<file path="config.mk">
export PLATFORM = sky130hd
export DESIGN_NAME = cartridge_bank_mapper_rtc_select_unit_flat
export DESIGN_NICKNAME = d
export VERILOG_FILES = /design/src/hw/rtl/cbm_pkg.sv /design/src/hw/rtl/cbm_if.sv /design/src/hw/rtl/cbm_in_reg.sv /design/src/hw/rtl/cbm_translate.sv /design/src/hw/rtl/cbm_out_reg.sv /design/src/hw/rtl/cartridge_bank_mapper_rtc_select_unit.sv /design/src/flat_wrapper.sv
export SDC_FILE = /design/constraint.sdc
export NUM_CORES = 1
export LEC_CHECK = 0
export ABC_AREA = 1
export BUFFER_PORTS_ARGS = -buffer_cell sky130_fd_sc_hd__buf_4
export CAP_MARGIN = 15
export CORE_MARGIN = 5
export CORE_UTILIZATION = 47
export DETAILED_ROUTE_END_ITERATION = 7
export GPL_ROUTABILITY_DRIVEN = 0
export PLACE_DENSITY = 0.83
export SYNTH_ARGS = -nofsm -noshare
export SYNTH_HDL_FRONTEND = slang
export SYNTH_HIERARCHICAL = 1
export SYNTH_SLANG_ARGS = --single-unit
</file>
<file path="constraint.sdc">
create_clock -name clk_i -period 3.33 [get_ports clk_i]
set_clock_uncertainty 0.15 [all_clocks]
set_input_delay 0.666 -clock clk_i [delete_from_list [all_inputs] [get_ports clk_i]]
set_output_delay 0.666 -clock clk_i [all_outputs]
set_load 0.01 [all_outputs]
</file>
<file path="src/hw/rtl/cbm_pkg.sv">
`default_nettype none

package cbm_pkg;

  // Bank counts of the cartridge; both are powers of two
  localparam int unsigned ROM_BANKS = 128;
  localparam int unsigned RAM_BANKS = 8;

  // Field widths
  localparam int unsigned AddrW    = 16;
  localparam int unsigned DataW    = 8;
  localparam int unsigned MemAddrW = 21;
  localparam int unsigned RomBankW = 7;
  localparam int unsigned RamSelW  = 4;
  localparam int unsigned RamBankW = 3;
  localparam int unsigned SizeW    = 16;
  localparam int unsigned CfgIdxW  = 1;
  localparam int unsigned CfgDataW = 16;

  // Bank wrap masks (modulo by a power-of-two bank count)
  localparam logic [RomBankW-1:0] RomBankMask = RomBankW'(ROM_BANKS - 1);
  localparam logic [RamBankW-1:0] RamBankMask = RamBankW'(RAM_BANKS - 1);

  // External RAM window
  localparam int unsigned RamWinBytes = 8192;
  localparam int unsigned PageBytes   = 256;
  localparam logic [5:0]  WinPagesMax = 6'(RamWinBytes / PageBytes);

  // RAM/RTC select codes
  localparam logic [DataW-1:0]   RamSelMax = 8'h0C;
  localparam logic [RamSelW-1:0] RtcSelMin = 4'h8;

  // Constant read data
  localparam logic [DataW-1:0] OpenBusData = 8'hFF;
  localparam logic [DataW-1:0] RtcStubData = 8'h00;

  // Register reset values
  localparam logic [RomBankW-1:0] RomBankMaskRst = 7'h7F;
  localparam logic [SizeW-1:0]    RamSizeRst     = 16'd8192;
  localparam logic [RomBankW-1:0] RomBankRst     = 7'd1;
  localparam logic [RamSelW-1:0]  RamSelRst      = 4'd0;

  // Access kind
  localparam logic OpRead  = 1'b0;
  localparam logic OpWrite = 1'b1;

  // Configuration register indexes
  localparam logic [CfgIdxW-1:0] CfgRomBankMask = 1'd0;
  localparam logic [CfgIdxW-1:0] CfgRamSize     = 1'd1;

  typedef enum logic [1:0] {
    TgtNone  = 2'd0,
    TgtRom   = 2'd1,
    TgtRam   = 2'd2,
    TgtConst = 2'd3
  } cbm_target_e;

  typedef struct packed {
    logic             op;
    logic [AddrW-1:0] address;
    logic [DataW-1:0] write_data;
  } cbm_req_t;

  typedef struct packed {
    cbm_target_e         target;
    logic [MemAddrW-1:0] mem_address;
    logic                mem_write;
    logic [DataW-1:0]    mem_data;
  } cbm_rsp_t;

  typedef struct packed {
    logic [RomBankW-1:0] rom_bank_mask;
    logic [SizeW-1:0]    ram_size;
  } cbm_cfg_t;

  // Handshake between the input register and the rest of the pipe
  typedef struct packed {
    logic     valid;
    cbm_req_t req;
  } cbm_stage_t;

endpackage

`default_nettype wire

</file>
<file path="src/hw/rtl/cbm_if.sv">
`default_nettype none

interface cbm_req_if import cbm_pkg::*; ();
  logic             valid;
  logic             ready;
  logic             op;
  logic [AddrW-1:0] address;
  logic [DataW-1:0] write_data;

  modport source (output valid, output op, output address, output write_data, input ready);
  modport sink   (input valid, input op, input address, input write_data, output ready);
endinterface

interface cbm_rsp_if import cbm_pkg::*; ();
  logic                valid;
  logic                ready;
  cbm_target_e         target;
  logic [MemAddrW-1:0] mem_address;
  logic                mem_write;
  logic [DataW-1:0]    mem_data;

  modport source (output valid, output target, output mem_address, output mem_write,
                  output mem_data, input ready);
  modport sink   (input valid, input target, input mem_address, input mem_write,
                  input mem_data, output ready);
endinterface

`default_nettype wire

</file>
<file path="src/hw/rtl/cbm_in_reg.sv">
`default_nettype none

module cbm_in_reg import cbm_pkg::*; (
  input  wire logic   clk_i,
  input  wire logic   rst_ni,
  cbm_req_if.sink     req_i,
  input  wire logic   advance_i,
  output cbm_stage_t  stage_o
);

  logic     valid_q, valid_d;
  cbm_req_t req_q;
  logic     load;

  // Take a new beat when empty or when the held one moves on
  assign req_i.ready = !valid_q || advance_i;
  assign load        = req_i.valid && req_i.ready;

  always_comb begin
    valid_d = valid_q;
    if (load) begin
      valid_d = 1'b1;
    end else if (advance_i) begin
      valid_d = 1'b0;
    end
  end

  always_ff @(posedge clk_i or negedge rst_ni) begin
    if (!rst_ni) begin
      valid_q <= 1'b0;
    end else begin
      valid_q <= valid_d;
    end
  end

  // Hold the payload of the accepted beat
  always_ff @(posedge clk_i) begin
    if (load) begin
      req_q.op         <= req_i.op;
      req_q.address    <= req_i.address;
      req_q.write_data <= req_i.write_data;
    end
  end

  assign stage_o.valid = valid_q;
  assign stage_o.req   = req_q;

endmodule

`default_nettype wire

</file>
<file path="src/hw/rtl/cbm_translate.sv">
`default_nettype none

module cbm_translate import cbm_pkg::*; (
  input  wire logic       clk_i,
  input  wire logic       rst_ni,
  input  wire cbm_stage_t stage_i,
  input  wire logic       fire_i,
  input  wire cbm_cfg_t   cfg_i,
  output cbm_rsp_t        rsp_o
);

  logic [RomBankW-1:0] rom_bank_q, rom_bank_d;
  logic [RamSelW-1:0]  ram_select_q, ram_select_d;

  logic [AddrW-1:0]    addr;
  logic [DataW-1:0]    data;
  logic                wr;
  logic [RomBankW-1:0] rom_sel;
  logic [RamBankW-1:0] ram_bank;
  logic [5:0]          win_pages;
  logic                in_window;

  assign addr = stage_i.req.address;
  assign data = stage_i.req.write_data;
  assign wr   = (stage_i.req.op == OpWrite);

  // Pick the ROM bank for the switchable window; bank zero reads as bank one
  always_comb begin
    if (!addr[14]) begin
      rom_sel = '0;
    end else if (rom_bank_q == '0) begin
      rom_sel = RomBankW'(1);
    end else begin
      rom_sel = rom_bank_q & cfg_i.rom_bank_mask & RomBankMask;
    end
  end

  // Size the RAM window in pages, capped at one bank
  assign win_pages = (cfg_i.ram_size > SizeW'(RamWinBytes)) ? WinPagesMax
                                                           : cfg_i.ram_size[13:8];
  assign in_window = ({1'b0, addr[12:8]} < win_pages);
  assign ram_bank  = ram_select_q[RamBankW-1:0] & RamBankMask;

  // Translate the held access and work out the next bank state
  always_comb begin
    rsp_o.target      = TgtNone;
    rsp_o.mem_address = '0;
    rsp_o.mem_write   = 1'b0;
    rsp_o.mem_data    = '0;
    rom_bank_d        = rom_bank_q;
    ram_select_d      = ram_select_q;
    if (!addr[15]) begin
      if (!wr) begin
        rsp_o.target      = TgtRom;
        rsp_o.mem_address = {rom_sel, addr[13:0]};
      end else if (addr[15:13] == 3'b001) begin
        rom_bank_d = data[RomBankW-1:0];
      end else if (addr[15:13] == 3'b010) begin
        if (data <= RamSelMax) begin
          ram_select_d = data[RamSelW-1:0];
        end
      end
    end else if (addr[15:13] == 3'b101) begin
      if (ram_select_q >= RtcSelMin) begin
        if (!wr) begin
          rsp_o.target   = TgtConst;
          rsp_o.mem_data = RtcStubData;
        end
      end else if (in_window) begin
        rsp_o.target      = TgtRam;
        rsp_o.mem_address = {5'd0, ram_bank, addr[12:0]};
        rsp_o.mem_write   = wr;
        rsp_o.mem_data    = wr ? data : '0;
      end else if (!wr) begin
        rsp_o.target   = TgtConst;
        rsp_o.mem_data = OpenBusData;
      end
    end
  end

  // Commit bank state when the beat moves into the result register
  always_ff @(posedge clk_i or negedge rst_ni) begin
    if (!rst_ni) begin
      rom_bank_q   <= RomBankRst;
      ram_select_q <= RamSelRst;
    end else if (fire_i) begin
      rom_bank_q   <= rom_bank_d;
      ram_select_q <= ram_select_d;
    end
  end

  a_sel_range: assert property (@(posedge clk_i) disable iff (!rst_ni)
    ram_select_q <= RamSelMax[RamSelW-1:0])
    else $error("ram select holds an undefined code");

  a_bank_write: assert property (@(posedge clk_i) disable iff (!rst_ni)
    (fire_i && stage_i.valid && wr && addr[15:13] == 3'b001)
    |=> rom_bank_q == $past(data[RomBankW-1:0]))
    else $error("rom bank write not committed");

  a_wr_ram: assert property (@(posedge clk_i) disable iff (!rst_ni)
    rsp_o.mem_write |-> rsp_o.target == TgtRam)
    else $error("memory write outside external RAM");

  a_addr_zero: assert property (@(posedge clk_i) disable iff (!rst_ni)
    (rsp_o.target == TgtNone || rsp_o.target == TgtConst) |-> rsp_o.mem_address == '0)
    else $error("address driven without memory access");

endmodule

`default_nettype wire

</file>
<file path="src/hw/rtl/cbm_out_reg.sv">
`default_nettype none

module cbm_out_reg import cbm_pkg::*; (
  input  wire logic     clk_i,
  input  wire logic     rst_ni,
  input  wire cbm_rsp_t rsp_i,
  input  wire logic     load_i,
  output logic          free_o,
  cbm_rsp_if.source     rsp_o
);

  logic     valid_q, valid_d;
  cbm_rsp_t rsp_q;

  // Room when empty or when the held beat is taken this cycle
  assign free_o = !valid_q || rsp_o.ready;

  always_comb begin
    valid_d = valid_q;
    if (load_i) begin
      valid_d = 1'b1;
    end else if (rsp_o.ready) begin
      valid_d = 1'b0;
    end
  end

  always_ff @(posedge clk_i or negedge rst_ni) begin
    if (!rst_ni) begin
      valid_q <= 1'b0;
    end else begin
      valid_q <= valid_d;
    end
  end

  // Hold the result beat until taken
  always_ff @(posedge clk_i) begin
    if (load_i) begin
      rsp_q <= rsp_i;
    end
  end

  assign rsp_o.valid       = valid_q;
  assign rsp_o.target      = rsp_q.target;
  assign rsp_o.mem_address = rsp_q.mem_address;
  assign rsp_o.mem_write   = rsp_q.mem_write;
  assign rsp_o.mem_data    = rsp_q.mem_data;

endmodule

`default_nettype wire

</file>
<file path="src/hw/rtl/cartridge_bank_mapper_rtc_select_unit.sv">
`default_nettype none

// Cartridge bank mapper: translates each CPU bus beat (read or write, 16-bit address,
// data byte) into one cartridge memory beat for ROM, external RAM, a constant read value
// or no access, and tracks the ROM bank and RAM/RTC select written by the CPU. One beat
// is accepted every cycle while the result side keeps taking beats; each result passes
// through an input register, combinational translation logic and a result register.
// Backpressure on the result side stalls the input only once both registers are full.
// Configuration writes (ROM bank mask, external RAM size) take effect on the next edge
// and should be issued only while no beats are in flight.
module cartridge_bank_mapper_rtc_select_unit import cbm_pkg::*; (
  input  wire logic                clk_i,
  input  wire logic                rst_ni,
  input  wire logic                cfg_we_i,
  input  wire logic [CfgIdxW-1:0]  cfg_idx_i,
  input  wire logic [CfgDataW-1:0] cfg_data_i,
  cbm_req_if.sink                  req_i,
  cbm_rsp_if.source                rsp_o
);

  cbm_cfg_t   cfg_q;
  cbm_stage_t stage;
  cbm_rsp_t   rsp_d;
  logic       out_free;
  logic       fire;

  // Write configuration registers
  always_ff @(posedge clk_i or negedge rst_ni) begin
    if (!rst_ni) begin
      cfg_q.rom_bank_mask <= RomBankMaskRst;
      cfg_q.ram_size      <= RamSizeRst;
    end else if (cfg_we_i) begin
      unique case (cfg_idx_i)
        CfgRomBankMask: cfg_q.rom_bank_mask <= cfg_data_i[RomBankW-1:0];
        CfgRamSize:     cfg_q.ram_size      <= cfg_data_i[SizeW-1:0];
      endcase
    end
  end

  // Advance the held request when the result register has room
  assign fire = stage.valid && out_free;

  cbm_in_reg u_in_reg (
    .clk_i     (clk_i),
    .rst_ni    (rst_ni),
    .req_i     (req_i),
    .advance_i (fire),
    .stage_o   (stage)
  );

  cbm_translate u_translate (
    .clk_i   (clk_i),
    .rst_ni  (rst_ni),
    .stage_i (stage),
    .fire_i  (fire),
    .cfg_i   (cfg_q),
    .rsp_o   (rsp_d)
  );

  cbm_out_reg u_out_reg (
    .clk_i  (clk_i),
    .rst_ni (rst_ni),
    .rsp_i  (rsp_d),
    .load_i (fire),
    .free_o (out_free),
    .rsp_o  (rsp_o)
  );

endmodule

`default_nettype wire

</file>
<file path="src/flat_wrapper.sv">
// flat-port wrapper written by rule: the top's interface ports become plain ports
module cartridge_bank_mapper_rtc_select_unit_flat import cbm_pkg::*;
  (clk_i, rst_ni, cfg_we_i, cfg_idx_i, cfg_data_i, req_i_valid, req_i_op, req_i_address, req_i_write_data, req_i_ready, rsp_o_valid, rsp_o_target, rsp_o_mem_address, rsp_o_mem_write, rsp_o_mem_data, rsp_o_ready);
  cbm_req_if req_i_i ();
  cbm_rsp_if rsp_o_i ();
  input  wire logic clk_i;
  input  wire logic rst_ni;
  input  wire logic cfg_we_i;
  input  wire logic [CfgIdxW-1:0] cfg_idx_i;
  input  wire logic [CfgDataW-1:0] cfg_data_i;
  input wire logic [$bits(req_i_i.valid)-1:0] req_i_valid;
  input wire logic [$bits(req_i_i.op)-1:0] req_i_op;
  input wire logic [$bits(req_i_i.address)-1:0] req_i_address;
  input wire logic [$bits(req_i_i.write_data)-1:0] req_i_write_data;
  output wire logic [$bits(req_i_i.ready)-1:0] req_i_ready;
  output wire logic [$bits(rsp_o_i.valid)-1:0] rsp_o_valid;
  output wire logic [$bits(rsp_o_i.target)-1:0] rsp_o_target;
  output wire logic [$bits(rsp_o_i.mem_address)-1:0] rsp_o_mem_address;
  output wire logic [$bits(rsp_o_i.mem_write)-1:0] rsp_o_mem_write;
  output wire logic [$bits(rsp_o_i.mem_data)-1:0] rsp_o_mem_data;
  input wire logic [$bits(rsp_o_i.ready)-1:0] rsp_o_ready;
  assign req_i_i.valid = req_i_valid;
  assign req_i_i.op = req_i_op;
  assign req_i_i.address = req_i_address;
  assign req_i_i.write_data = req_i_write_data;
  assign req_i_ready = req_i_i.ready;
  assign rsp_o_valid = rsp_o_i.valid;
  assign rsp_o_target = rsp_o_i.target;
  assign rsp_o_mem_address = rsp_o_i.mem_address;
  assign rsp_o_mem_write = rsp_o_i.mem_write;
  assign rsp_o_mem_data = rsp_o_i.mem_data;
  assign rsp_o_i.ready = rsp_o_ready;
  cartridge_bank_mapper_rtc_select_unit u_core (.clk_i(clk_i), .rst_ni(rst_ni), .cfg_we_i(cfg_we_i), .cfg_idx_i(cfg_idx_i), .cfg_data_i(cfg_data_i), .req_i(req_i_i), .rsp_o(rsp_o_i));
endmodule
</file>
==> reports/metrics.cfg <==
[die]
ios=81
dieArea_um2=10100
die_w_um=100.5
fp-row-count=33
core_area_um2=8093
fp.dieH_um=100.5
start_util_pct=47.56

[synth]
synth_common_cells=nand2_1 (88), edfxtp_1 (57), inv_1 (32)
synth_cells=334
synth_top_area_share_pct=44.47
synth.distinct_cells=30
synth_seq_area_share_pct=68.17
synth-seq-cells=93
synth_ff_type=edfxtp_1
yosysWarnings=6
synth_top_cells_by_area=edfxtp_1 (44%), dfrtp_1 (18%), nand2_1 (8.6%)
yosys.area.top_type=edfxtp_1
synth_area_per_cell_um2=11.52
synth_area_um2=3849
ys_async_sr_fraction_pct=38.71
synth_most_common_cell=nand2_1
synth_fp_nets=385
synth_edf_count=57

[timing]
fin_crit_ns=2.654
finalSetupTns_ns=0
slew_violations=0
relSlewSlack_pct=60.17
period_share_pct=79.70
hold_viol=0
fmaxAchievable_mhz=376.8
rsz0062_at_grt=no
worstMarginPinSlew_ns=0.5968
setup_viol=0

[global_routing]
grtUsageTotal_pct=15.99
first_global_vias=2667
antenna_found_initial=0
grt_max_degree=37
overflow=0
grt_pass1_wl_um=12460

[critical_path]
end_kind=flop
critPathKind=flop to flop
crit_required_ns=3.28
cp_data_arrival_time_ns=2.61
worstSetupStartpointType=flop
path_max_fanout=15

[job]
maxCapViolCount=0

[placement]
portBuffers=80
place_area_um2=4501
post-dp-hpwl_um=5441

[layout]
finalNetCount=465
regArea_um2=2624
fillerInstances=684
area_delta_synth_final_pct=21.07
antenna_cells=0
drive_gt1_share_pct=31.03
final_area_um2=4659
multiInputGateArea_um2=989.7

[cts]
root_buffer=clkbuf_8
cts_resized=0
htreeDepth=3
clk_pin_slew_ns=0.08
clock_latency_ns=0.36
cts_tree=done
cts.sinks=93
cts_setup_buffers=0
cts_hold_buf=0
ctsLongestPathBuffers=2
numCtsBuffers=9

[route]
antenna_left=0
vias=2610
viasPerCell=4.981
route.detailed.drc=0
routedWlPerCell_um=14.08
drt_iter0_markers=99
drtPass1Iterations=4
routed_wl_um=7379

[status]
status=finished clean

[power_and_ir_drop]
pwr_density_cell_nw_per_um2=546.7
max-vdd-ir-drop_v=0.0002096
leakagePower_uw=0.002141

[worst_hold_path]
hp-class=input port to asynchronous set/reset pin

where the power goes:
part	switching [uW]	internal (uW)	total, uW	leakage [uW]
clock network	365	265	630	0.0000744
registers	87.4	1410	1500	0.000996
logic	232	186	418	0.00107
per-layer routing:
metal	GRT usage, %	share of wire (%)	up-vias
met5	0	0	-
met2	26.15	51	72
met1	19.83	41	1228
met4	8.083	2.9	0
met3	3.875	5.5	20
li1	-	-	1290
placed cells by master (no fill, tap or decap), types with 2 or more instances in the layout:
cell type / netlist / final
a21oi_1: 7 / 6
a21oi_2: 8 / 9
buf_4: 4 / 81
clkbuf_1: 1 / 2
clkbuf_8: 0 / 9
clkinv_1: 0 / 2
clkinvlp_4: 0 / 2
dfrtp_1: 27 / 27
dfstp_2: 9 / 9
edfxtp_1: 57 / 57
ha_1: 4 / 4
inv_1: 32 / 32
inv_2: 2 / 2
mux2_2: 2 / 2
nand2_1: 88 / 88
nand2_2: 6 / 6
nand2_4: 4 / 4
nand3_1: 28 / 28
nand4_1: 11 / 11
nor2_1: 11 / 11
nor3_1: 4 / 4
nor4_1: 3 / 3
o21ai_0: 12 / 12
area by class of cell:
type / count / share of cell area (%)
repair buffers: 82 / 13.48
multi-input cells: 194 / 21.24
inverters: 34 / 2.739
clock buffers: 11 / 2.820
flip-flops and latches: 93 / 56.31
well taps: 105 / 2.820
clock inverters: 5 / 0.5908
registers in the layout, summed over array words and instances, names as in the netlist:
register and count:
u_core/u_out_reg/rsp_o.target 2, u_core/u_translate/rom_bank_q 7, u_core/u_translate/ram_select_q 4, u_core/u_in_reg/valid_q 1, u_core/cfg_q 23, u_core/u_out_reg/rsp_o.mem_address 21
u_core/u_out_reg/rsp_o.valid 1, u_core/u_out_reg/rsp_o.mem_write 1, u_core/u_out_reg/rsp_o.mem_data 8, u_core/u_in_reg/stage_o 25
worst paths after layout:
path | startpoint | end | slack [ns] | cells past startpoint
max reg2reg | u_core/cfg_q[10] | u_core/u_out_reg/rsp_o.target[1] | 0.68 | 14
min | rst_ni | u_core/u_translate/ram_select_q[2] | 0.10 | 1
min in group clk_i | u_core/cfg_q[16] | u_core/cfg_q[16] | 0.32 | 2
max | u_core/cfg_q[10] | u_core/u_out_reg/rsp_o.target[1] | 0.68 | 14
min reg2reg | u_core/cfg_q[16] | u_core/cfg_q[16] | 0.32 | 2
max in group asynchronous | rst_ni | u_core/cfg_q[13] | 2.58 | 1
critical path, cell delays in order (launching register included):
cell and delay, ns:
dfrtp_1 0.41, or2_2 0.30, nor3_1 0.17, a31o_2 0.22, nand2_1 0.07, ha_1 0.29
nand2_1 0.05, inv_1 0.04, nand2_1 0.04, nand2_1 0.05, nand2_1 0.06, nand2_2 0.10
nand2_4 0.12, nand2_4 0.22, o21ai_0 0.12
through the flow:
stage          cells  util, %  setup WS [ns]  hold slack, ns  total power, uW
2_1_floorplan    334        -         0.3137          0.2204             1745
3_3_place_gp     508    55.61         0.7784          0.3023             1925
3_5_place_dp     508    55.61         0.7126          0.3026             1944
4_1_cts          524    57.58         0.6764          0.1066             2569
5_1_grt          524    57.58         0.4192          0.1208             2685
6_report         524    57.58         0.6759          0.1002             2547
cells by family (layout without fill, tap and decap cells):
family | Yosys count | count (layout) | synth area share, %
AOI/OAI and AO/OA | 30 | 30 | 4.877
adders and majority gates | 4 | 4 | 1.300
buffers and inverters | 47 | 132 | 6.209
DFF | 93 | 93 | 68.17
muxes | 2 | 2 | 0.5851
and+or+nand+nor | 158 | 158 | 18.86
Note: power is estimated with default switching activity, not from simulation.
